===== src/hw/rtl/blr_pkg.sv =====
// Shared types and constants for the line rasteriser: coordinate width,
// the classified line command, the queue depth and the back-end states.
// No dependencies.
`timescale 1ns / 1ps

package blr_pkg;

  // Width of every coordinate field.
  localparam int unsigned COORD_BITS = 6;

  // Doubled-error accumulator: it stays within (-2*major, 3*major], which
  // needs two magnitude bits above the coordinate plus a sign bit.
  localparam int unsigned ACC_BITS = COORD_BITS + 3;

  // Depth of the command queue between front and back end.
  localparam int unsigned QUEUE_DEPTH    = 2;
  localparam int unsigned QUEUE_PTR_BITS = (QUEUE_DEPTH > 1) ? $clog2(QUEUE_DEPTH) : 1;
  localparam int unsigned QUEUE_CNT_BITS = $clog2(QUEUE_DEPTH + 1);

  typedef logic [COORD_BITS-1:0] coord_t;

  // One line command after classification.
  typedef struct packed {
    coord_t x0;       // start point
    coord_t y0;
    coord_t major;    // |delta| along the stepping axis
    coord_t minor;    // |delta| along the other axis
    logic   along_x;  // x is the major axis
    logic   x_neg;    // x steps downwards
    logic   y_neg;    // y steps downwards
  } line_cmd_t;

  // Handshake between the queue and the back end.
  typedef struct packed {
    logic empty;
    logic full;
  } queue_status_t;

  typedef enum logic {
    BK_IDLE,
    BK_RUN
  } bk_state_e;

endpackage


===== src/hw/rtl/bresenham_line_rasterizer.sv =====
// Top level of the line rasteriser: front end, command queue and back end.
// Depends on blr_pkg, blr_front, blr_cmd_queue and blr_back.
`timescale 1ns / 1ps

// A line request is taken when start is high and busy is low. The block
// answers with max(|dx|,|dy|)+1 pixels, one per clock cycle, each shown for
// exactly one cycle with pixel_strobe_o high; the start point comes first and
// last_pixel_o marks the end point. With the back end idle, the request is
// first written into the command queue; the back end then loads it from the
// queue into its registers and enters its run state, where the first pixel
// is shown. The stepping unit in the back end sets the rate, and a queued
// line follows the last pixel of the one before with no gap. A two-entry
// command queue sits in front of it, so busy rises only when two requests
// wait behind the line being drawn. The receiver cannot stall the pixel stream.
module bresenham_line_rasterizer (
  input  logic            clk_i,
  input  logic            rst_ni,
  input  logic            start,
  output logic            busy,
  input  blr_pkg::coord_t x_start_i,
  input  blr_pkg::coord_t y_start_i,
  input  blr_pkg::coord_t x_end_i,
  input  blr_pkg::coord_t y_end_i,
  output logic            pixel_strobe_o,
  output blr_pkg::coord_t pixel_x_o,
  output blr_pkg::coord_t pixel_y_o,
  output logic            last_pixel_o
);
  import blr_pkg::*;

  line_cmd_t     front_cmd;
  line_cmd_t     head_cmd;
  queue_status_t queue_status;
  logic          pop;

  // A request is refused only while the queue is full.
  assign busy = queue_status.full;

  blr_front u_front (
    .x_start_i (x_start_i),
    .y_start_i (y_start_i),
    .x_end_i   (x_end_i),
    .y_end_i   (y_end_i),
    .cmd_o     (front_cmd)
  );

  blr_cmd_queue u_queue (
    .clk_i      (clk_i),
    .rst_ni     (rst_ni),
    .push_i     (start),
    .push_cmd_i (front_cmd),
    .pop_i      (pop),
    .head_cmd_o (head_cmd),
    .status_o   (queue_status)
  );

  blr_back u_back (
    .clk_i          (clk_i),
    .rst_ni         (rst_ni),
    .head_cmd_i     (head_cmd),
    .queue_status_i (queue_status),
    .pop_o          (pop),
    .pixel_strobe_o (pixel_strobe_o),
    .pixel_x_o      (pixel_x_o),
    .pixel_y_o      (pixel_y_o),
    .last_pixel_o   (last_pixel_o)
  );

endmodule


===== src/hw/rtl/blr_front.sv =====
// Front end of the line rasteriser: classifies an accepted request into
// absolute deltas, step directions and major axis. Depends on blr_pkg.
`timescale 1ns / 1ps

module blr_front (
  input  blr_pkg::coord_t    x_start_i,
  input  blr_pkg::coord_t    y_start_i,
  input  blr_pkg::coord_t    x_end_i,
  input  blr_pkg::coord_t    y_end_i,
  output blr_pkg::line_cmd_t cmd_o
);
  import blr_pkg::*;

  logic   x_neg;
  logic   y_neg;
  coord_t dx_abs;
  coord_t dy_abs;
  logic   along_x;

  // Absolute deltas and the direction of each axis.
  always_comb begin
    x_neg  = (x_end_i < x_start_i);
    y_neg  = (y_end_i < y_start_i);
    dx_abs = x_neg ? (x_start_i - x_end_i) : (x_end_i - x_start_i);
    dy_abs = y_neg ? (y_start_i - y_end_i) : (y_end_i - y_start_i);
  end

  // Ties between the deltas step along x.
  assign along_x = (dy_abs <= dx_abs);

  // Pack the classified command for the queue.
  always_comb begin
    cmd_o.x0      = x_start_i;
    cmd_o.y0      = y_start_i;
    cmd_o.major   = along_x ? dx_abs : dy_abs;
    cmd_o.minor   = along_x ? dy_abs : dx_abs;
    cmd_o.along_x = along_x;
    cmd_o.x_neg   = x_neg;
    cmd_o.y_neg   = y_neg;
  end

endmodule


===== src/hw/rtl/blr_cmd_queue.sv =====
// Short first-in first-out queue of classified line commands between the
// front and back ends of the rasteriser. Depends on blr_pkg.
`timescale 1ns / 1ps

module blr_cmd_queue (
  input  logic                   clk_i,
  input  logic                   rst_ni,
  input  logic                   push_i,
  input  blr_pkg::line_cmd_t     push_cmd_i,
  input  logic                   pop_i,
  output blr_pkg::line_cmd_t     head_cmd_o,
  output blr_pkg::queue_status_t status_o
);
  import blr_pkg::*;

  line_cmd_t                 entry_q [QUEUE_DEPTH];
  logic [QUEUE_PTR_BITS-1:0] wr_ptr_q, wr_ptr_d;
  logic [QUEUE_PTR_BITS-1:0] rd_ptr_q, rd_ptr_d;
  logic [QUEUE_CNT_BITS-1:0] count_q, count_d;
  logic                      do_push;
  logic                      do_pop;

  assign status_o.empty = (count_q == '0);
  assign status_o.full  = (count_q == QUEUE_CNT_BITS'(QUEUE_DEPTH));
  assign do_push        = push_i && !status_o.full;
  assign do_pop         = pop_i && !status_o.empty;
  assign head_cmd_o     = entry_q[rd_ptr_q];

  // Pointer and fill count updates, with wrap at the queue depth.
  always_comb begin
    wr_ptr_d = wr_ptr_q;
    rd_ptr_d = rd_ptr_q;
    count_d  = count_q;
    if (do_push) begin
      wr_ptr_d = (wr_ptr_q == QUEUE_PTR_BITS'(QUEUE_DEPTH - 1)) ? '0 : wr_ptr_q + 1'b1;
    end
    if (do_pop) begin
      rd_ptr_d = (rd_ptr_q == QUEUE_PTR_BITS'(QUEUE_DEPTH - 1)) ? '0 : rd_ptr_q + 1'b1;
    end
    if (do_push && !do_pop) begin
      count_d = count_q + 1'b1;
    end else if (do_pop && !do_push) begin
      count_d = count_q - 1'b1;
    end
  end

  always_ff @(posedge clk_i or negedge rst_ni) begin
    if (!rst_ni) begin
      wr_ptr_q <= '0;
      rd_ptr_q <= '0;
      count_q  <= '0;
    end else begin
      wr_ptr_q <= wr_ptr_d;
      rd_ptr_q <= rd_ptr_d;
      count_q  <= count_d;
    end
  end

  // Command storage needs no reset.
  always_ff @(posedge clk_i) begin
    if (do_push) begin
      entry_q[wr_ptr_q] <= push_cmd_i;
    end
  end

`ifndef SYNTHESIS
  // The fill count never exceeds the depth.
  assert property (@(posedge clk_i) disable iff (!rst_ni)
    count_q <= QUEUE_CNT_BITS'(QUEUE_DEPTH))
    else $error("command queue overfilled");

  // An empty queue has its read and write pointers level.
  assert property (@(posedge clk_i) disable iff (!rst_ni)
    (count_q == '0) |-> (wr_ptr_q == rd_ptr_q))
    else $error("empty queue with pointers apart");
`endif

endmodule


===== src/hw/rtl/blr_back.sv =====
// Back end of the line rasteriser: takes classified commands from the queue and
// steps the Bresenham error term, one pixel per cycle within a line. Depends on blr_pkg.
`timescale 1ns / 1ps

module blr_back (
  input  logic                   clk_i,
  input  logic                   rst_ni,
  input  blr_pkg::line_cmd_t     head_cmd_i,
  input  blr_pkg::queue_status_t queue_status_i,
  output logic                   pop_o,
  output logic                   pixel_strobe_o,
  output blr_pkg::coord_t        pixel_x_o,
  output blr_pkg::coord_t        pixel_y_o,
  output logic                   last_pixel_o
);
  import blr_pkg::*;

  bk_state_e                   state_q, state_d;
  line_cmd_t                   cmd_q;
  coord_t                      cx_q, cx_d;
  coord_t                      cy_q, cy_d;
  coord_t                      rem_q, rem_d;
  logic signed [ACC_BITS-1:0]  acc_q, acc_d;
  logic signed [ACC_BITS-1:0]  acc_sum;
  logic signed [ACC_BITS-1:0]  minor2;
  logic signed [ACC_BITS-1:0]  major1;
  logic signed [ACC_BITS-1:0]  major2;
  logic                        step_minor;
  logic                        line_done;
  logic                        load;
  coord_t                      cx_step;
  coord_t                      cy_step;

  assign line_done = (rem_q == '0);
  assign load      = pop_o;

  // Next state: a new line is taken straight after the last pixel of the one before.
  always_comb begin
    state_d = state_q;
    unique case (state_q)
      BK_IDLE: begin
        if (!queue_status_i.empty) begin
          state_d = BK_RUN;
        end
      end
      BK_RUN: begin
        if (line_done && queue_status_i.empty) begin
          state_d = BK_IDLE;
        end
      end
      default: state_d = BK_IDLE;
    endcase
  end

  // Outputs of the state machine.
  always_comb begin
    pop_o          = 1'b0;
    pixel_strobe_o = 1'b0;
    unique case (state_q)
      BK_IDLE: begin
        pop_o = !queue_status_i.empty;
      end
      BK_RUN: begin
        pixel_strobe_o = 1'b1;
        pop_o          = line_done && !queue_status_i.empty;
      end
      default: begin
        pop_o          = 1'b0;
        pixel_strobe_o = 1'b0;
      end
    endcase
  end

  assign pixel_x_o    = cx_q;
  assign pixel_y_o    = cy_q;
  assign last_pixel_o = pixel_strobe_o && line_done;

  // Error term: add twice the minor delta, step the minor axis when past the major delta.
  always_comb begin
    minor2     = signed'({2'b00, cmd_q.minor, 1'b0});
    major1     = signed'({3'b000, cmd_q.major});
    major2     = signed'({2'b00, cmd_q.major, 1'b0});
    acc_sum    = acc_q + minor2;
    step_minor = (acc_sum > major1);
    cx_step    = cmd_q.x_neg ? (cx_q - COORD_BITS'(1)) : (cx_q + COORD_BITS'(1));
    cy_step    = cmd_q.y_neg ? (cy_q - COORD_BITS'(1)) : (cy_q + COORD_BITS'(1));
  end

  // Coordinate, error and remaining-pixel updates.
  always_comb begin
    cx_d  = cx_q;
    cy_d  = cy_q;
    rem_d = rem_q;
    acc_d = acc_q;
    if (load) begin
      cx_d  = head_cmd_i.x0;
      cy_d  = head_cmd_i.y0;
      rem_d = head_cmd_i.major;
      acc_d = '0;
    end else if ((state_q == BK_RUN) && !line_done) begin
      rem_d = rem_q - COORD_BITS'(1);
      acc_d = step_minor ? (acc_sum - major2) : acc_sum;
      if (cmd_q.along_x) begin
        cx_d = cx_step;
        if (step_minor) begin
          cy_d = cy_step;
        end
      end else begin
        cy_d = cy_step;
        if (step_minor) begin
          cx_d = cx_step;
        end
      end
    end
  end

  always_ff @(posedge clk_i or negedge rst_ni) begin
    if (!rst_ni) begin
      state_q <= BK_IDLE;
    end else begin
      state_q <= state_d;
    end
  end

  // Datapath registers need no reset.
  always_ff @(posedge clk_i) begin
    if (load) begin
      cmd_q <= head_cmd_i;
    end
    cx_q  <= cx_d;
    cy_q  <= cy_d;
    rem_q <= rem_d;
    acc_q <= acc_d;
  end

`ifndef SYNTHESIS
  // A line that is not finished keeps the strobe up in the next cycle.
  assert property (@(posedge clk_i) disable iff (!rst_ni)
    (state_q == BK_RUN && !line_done) |=> (state_q == BK_RUN))
    else $error("line stopped before its last pixel");

  // Every step moves the pixel along at least the major axis.
  assert property (@(posedge clk_i) disable iff (!rst_ni)
    (state_q == BK_RUN && !line_done) |=>
      ((cx_q != $past(cx_q)) || (cy_q != $past(cy_q))))
    else $error("pixel repeated within a line");

  // A command is only taken from the queue between lines.
  assert property (@(posedge clk_i) disable iff (!rst_ni)
    pop_o |-> (!queue_status_i.empty && (state_q == BK_IDLE || line_done)))
    else $error("command taken during a line");

  // The error term stays at or below the major delta while a line runs.
  assert property (@(posedge clk_i) disable iff (!rst_ni)
    (state_q == BK_RUN) |-> (acc_q <= major1))
    else $error("error term out of range");
`endif

endmodule


===== config.mk =====
export PLATFORM = sky130hd
export DESIGN_NAME = bresenham_line_rasterizer
export DESIGN_NICKNAME = d
export VERILOG_FILES = /design/src/hw/rtl/blr_pkg.sv /design/src/hw/rtl/bresenham_line_rasterizer.sv /design/src/hw/rtl/blr_front.sv /design/src/hw/rtl/blr_cmd_queue.sv /design/src/hw/rtl/blr_back.sv
export SDC_FILE = /design/constraint.sdc
export NUM_CORES = 1
export LEC_CHECK = 0
export ABC_CLOCK_PERIOD_IN_PS = 3750
export BUFFER_PORTS_ARGS = -buffer_cell sky130_fd_sc_hd__buf_2
export CORE_MARGIN = 2
export CORE_UTILIZATION = 61
export CTS_BUF_LIST = sky130_fd_sc_hd__clkbuf_4 sky130_fd_sc_hd__clkbuf_8 sky130_fd_sc_hd__clkbuf_16
export DETAILED_ROUTE_END_ITERATION = 10
export PLACE_DENSITY = 0.85
export SLEW_MARGIN = 20
export SYNTH_ARGS = -nofsm -noshare
export SYNTH_HDL_FRONTEND = slang
export SYNTH_SLANG_ARGS = --single-unit

===== constraint.sdc =====
create_clock -name clk_i -period 3.75 [get_ports clk_i]
set_clock_uncertainty 0.15 [all_clocks]
set_input_delay 0.1875 -clock clk_i [delete_from_list [all_inputs] [get_ports clk_i]]
set_output_delay 0.1875 -clock clk_i [all_outputs]
set_load 0.1 [all_outputs]

; Word-level counts from Yosys, hierarchy flattened
; Memory sizes are Yosys's and may differ from the RTL's.
; Index checks and enable logic that the tools add are counted.
[word_totals]
reg_bits = 47
ramBits = 54
out_inout_bits = 15
mem_count = 1
[memory_table]
columns = name, depth, width, read_ports, rd_clocked_by_memory_dff, write_ports, line_no
row1 = u_queue.entry_q, 2, 27, 1, 0, 1, blr_cmd_queue.sv:16  ; line_cmd_t entry_q [QUEUE_DEPTH];
[classes]
n_addsub = 15
n_lt_le_gt_ge = 4
n_eq_ne = 2
muxes = 28
bitwise_logic = 1
reduce_logical = 20
[ops]
columns = operator, n
row1 = $mux W6, 16
row2 = $sub A6 B6 Y6, 4
row3 = $sub A6 B1 Y6 const B, 3
row4 = $add A6 B1 Y6 const B, 2
row5 = $lt A6 B6 Y1, 2
row6 = $add A9 B8 Y9, 1
row7 = $gt A9 B7 Y1, 1
row8 = $mux W9, 1
row9 = $sub A9 B8 Y9, 1
row10 = $logic_and A1 B1 Y1, 8
row11 = $mux W1, 7
row12 = $le A6 B6 Y1, 1
row13 = $logic_not A6 Y1, 1
row14 = $logic_not A1 Y1, 5
row15 = $mux W2, 2
row16 = $pmux W1 S2, 2
row17 = $reduce_and A2 Y1, 2
row18 = $reduce_bool A2 Y1, 2
row19 = $ne A3 B3 Y1 const B, 1
row20 = $reduce_bool A3 Y1, 1
row21 = $add A1 B1 Y1 const B, 2
row22 = $add A2 B1 Y2 const B, 1
row23 = $eq A2 B2 Y1 const B, 1
row24 = $logic_not A2 Y1, 1
row25 = other kinds (2), 2

; Longest topological paths before layout
[depth]
depth_word = 8
ltp_mapped = 19
depth_no_buf = 17

; Modules after synthesis
; A second synthesis with hierarchy kept.
[unflattened]
hier_cells = 553
area_unflattened_um2 = 6408.6
[by_module_without_submodules]
columns = mod, n_inst, cells_per_inst, area_per_inst_um2, seq_area_each_um2
row1 = blr_back, 1, 268, 2753.9, 1176.1
row2 = blr_cmd_queue, 1, 103, 2244.7, 1721.7
row3 = blr_front, 1, 182, 1410.1, 0.0

; Least setup slack after synthesis
; Ideal clock, no wire load.
[synth_timing]
kind = input port to flip-flop
startpoint = in y_end_i[0]
endpoint = mem u_queue.entry_q[0][5] (netlist name), data pin
setup_time_ps = 262
t_arrival_ps = 3259
required_ps = 3338
slack_ps = 79
path_stages = 18
cell_sequence = inv_1 ha_1 inv_1 fa_1 a21o_1 a21oi_1 o21a_1 buf_2 mux2i_1 xor2_1 inv_1 ha_1 o21ai_0 a21oi_1 o31a_1 buf_2 inv_2 mux2_2
[synth_lines]
columns = element, line_no
row1 = "start, declared", bresenham_line_rasterizer.sv:23  ; input blr_pkg::coord_t y_end_i,
row2 = "end, declared", blr_cmd_queue.sv:16

==> flow_summary.yaml <==
place:
  portBuffers: 41
  dpl.hpwl_mm: 9.56
  placed_area_sq_um: 6540
  gp_congestion: 0.901
  dp.cells: 708
sta:
  fmax_mhz: 275
  finalHoldViolations: 0
  finalCritPeriodShare_pct: 97.0
  fin_tns_setup_ns: 0
  setup_violations: 0
  slew_headroom_pct: 55.7
  drv_slew: 0
  worst_slew_pin_slew_ns: 0.664
  fin_crit_ns: 3.64
floorplanning:
  rows: 36
  dieArea_sq_um: 10800
  dieWidth_um: 104
  ioPinCount: 42
  initial_utilization_pct: 62.4
  die_h_um: 104
  core_sq_um: 9730
clock_tree:
  clk_latency_ns: 0.37
  htree_levels: 3
  tritoncts: "built"
  ctsRootBufferMaster: "clkbuf_8"
  cts-buffers-inserted: 9
  post_cts_buffers: 0
  clk_path_buf_depth: 2
  cts_sinks: 100
  path_clk_slew_ns: 0.10
grt:
  grt_pass1_vias: 4398
  grt_start_max_net_pins: 28
  grt-ovfl-total: 0
  grt_antenna_before_repair: 0
  grtUsageTotal_pct: 24.6
  grt_pass1_wl_mm: 21.0
run:
  maxCapViolCount: 0
layout:
  multi_input_area_sq_um: 2890
  antenna_cells: 0
  utilization_pct: 70.9
  layout-drive-gt1-share_pct: 19.5
  area_delta_synth_final_pct: 13.5
  fin_nets: 690
  seq_area_sq_um: 2900
  layout.cells.non_filler: 738
  stdcell_area_sq_um: 6900
  fillers: 666
synth:
  netlist_top_cells_area: "edfxtp_1 (43%), ha_1 (11%), inv_1 (4.0%)"
  ys_seq_area_share_pct: 47.7
  synthCells: 529
  ys_async_sr_fraction_pct: 5.00
  synth_edf_count: 87
  synth_top_cell_by_area: "edfxtp_1"
  netlist_area_sq_um: 6080
  synth_top_cell_area_share_pct: 43.0
  ys.flop_type: "edfxtp_1"
  syn_area_per_cell_sq_um: 11.5
  yosysWarnings: 0
  ys_types: 65
  ys_ff_latch: 100
  syn_nets: 619
critical_path:
  cp-start-kind: "primary input"
  endpoint_kind: "register"
  path_class: "in -> reg"
  worst-path-max-fanout: 7
  required_ns: 3.80
  arrival_ns: 3.69
detailed_routing:
  routed_wl_mm: 12.8
  ant_nets: 0
  vias: 4276
  wl_per_cell_um: 17.4
  viasPerCell: 5.79
  firstDrtPassIters: 5
  drc_errors: 0
  drt_iter0_drc: 299
power_and_ir_drop:
  powerDensity_nw_per_um2: 899
  ir_drop_uv: 604
  p_leak_nw: 2.93
status:
  status: "complete, no violations"
hold_path:
  hold_class: "in -> reg"
==> flip-flops by register name (all words and copies together), names as in the netlist, 2 cells and up <==
| name | flops |
|---|---|
| u_back.acc_q | 8 |
| u_back.cmd_q | 15 |
| u_back.pixel_x_o | 6 |
| u_back.pixel_y_o | 6 |
| u_back.rem_q | 6 |
| u_queue.count_q | 2 |
| u_queue.entry_q | 54 |
==> per-stage QoR <==
step	setup WS [ns]	total power (W)	hold WS [ns]
after global routing	-0.00440	0.00660	0.00507
final	0.111	0.00620	0.00375
after global placement	0.0443	0.00523	-0.141
after detailed placement	-0.134	0.00542	-0.138
after floorplan	0.0785	0.00465	-0.258
after CTS	0.0385	0.00613	0.00263
==> final cells by class <==
type                    count  share of cell area, %
clock inverters             6                  0.907
multi-input cells         348                   42.0
clock buffers              10                   1.91
repair buffers             75                   7.19
inverters                  66                   3.59
well taps                 133                   2.41
flip-flops and latches    100                   42.0
==> cell usage in the layout (no fill, tap or decap), types with 18 or more instances in the layout <==
cell type / synthesis / final
a21oi_1: 39 / 38
buf_2: 5 / 41
buf_4: 0 / 20
edfxtp_1: 87 / 87
ha_1: 55 / 55
inv_1: 64 / 64
mux2_2: 18 / 18
mux2i_1: 22 / 19
nand2_1: 26 / 26
nor2_1: 19 / 18
xnor2_1: 25 / 25
==> critical path, cell delays in order <==
cell and delay (ns):
dlygate4sd3_1 0.53, buf_2 0.16, inv_1 0.06, ha_1 0.35, a21oi_2 0.17, o21a_2 0.24
mux2i_1 0.28, inv_1 0.08, ha_1 0.31, nor2b_1 0.14, o21ai_0 0.21, a21oi_1 0.10
o31a_1 0.31, inv_2 0.12, buf_4 0.18, mux2i_2 0.25
==> final timing paths <==
path                                                   start                          endpoint  slack [ns]  depth (start not counted)
worst max-delay path                            y_start_i[3]  u_queue.entry_q[1][12]$_DFFE_PP_        0.11                         16
worst min-delay path                                   start      u_queue.wr_ptr_q$_DFFE_PN0P_       0.004                          3
worst max register to register     u_back.cmd_q[3]$_DFFE_PP_     u_back.pixel_x_o[5]$_DFFE_PP_        0.15                         12
worst min register to register  u_back.acc_q[6]$_SDFFE_PP0P_      u_back.acc_q[6]$_SDFFE_PP0P_        0.35                          2
max in group asynchronous                             rst_ni    u_queue.count_q[1]$_DFFE_PN0P_        2.65                          3
min in group asynchronous                             rst_ni      u_queue.wr_ptr_q$_DFFE_PN0P_        0.59                          3
==> timing repair <==
action                                  CTS  global route
endpoints found under the setup margin    0            34
hold buffers                             14             0
gates resized for setup                   0             9
endpoints found under the hold margin    29             0
==> report_power, final <==
| part | switching (W) | total [W] | internal [W] |
|---|---|---|---|
| sequential | 0.000229 | 0.00200 | 0.00177 |
| combinational | 0.00218 | 0.00351 | 0.00134 |
| clock | 0.000366 | 0.000682 | 0.000316 |
==> cell usage after synthesis (4+ instances only) <==
master and count:
fa_1 8, o21bai_1 4, edfxtp_1 87, nor2b_1 8, o211ai_1 6, o21a_1 4
dfxtp_1 8, a21o_1 12, a211oi_1 10, o21ai_0 20, dfrtp_1 5, xor2_1 9
buf_2 5, nor3b_1 4, xnor2_1 25, clkbuf_1 8, nand2_1 26, a21oi_1 39
inv_1 64, ha_1 55, mux2i_1 22, mux2_2 18, nor2_1 19
==> kinds of logic after synthesis <==
group | count (synthesis) | synth area share [%]
xor gates and xnor gates | 34 | 4.90
buffers and inverters | 81 | 5.11
DFF | 100 | 47.7
adders and majority gates | 63 | 14.0
muxes | 40 | 6.96
and+or+nand+nor | 88 | 7.83
AOI/OAI and AO/OA | 123 | 13.6
==> layer usage <==
metal  vias up  share of wire (%)  GRT usage (%)
li1       2054                  -              -
met2       155                 49           41.2
met1      2039                 43           31.9
met3        28                5.9           4.97
met5         -                  0              0
met4         0                2.3           8.78
No activity file was read; power rests on OpenSTA's default activity.
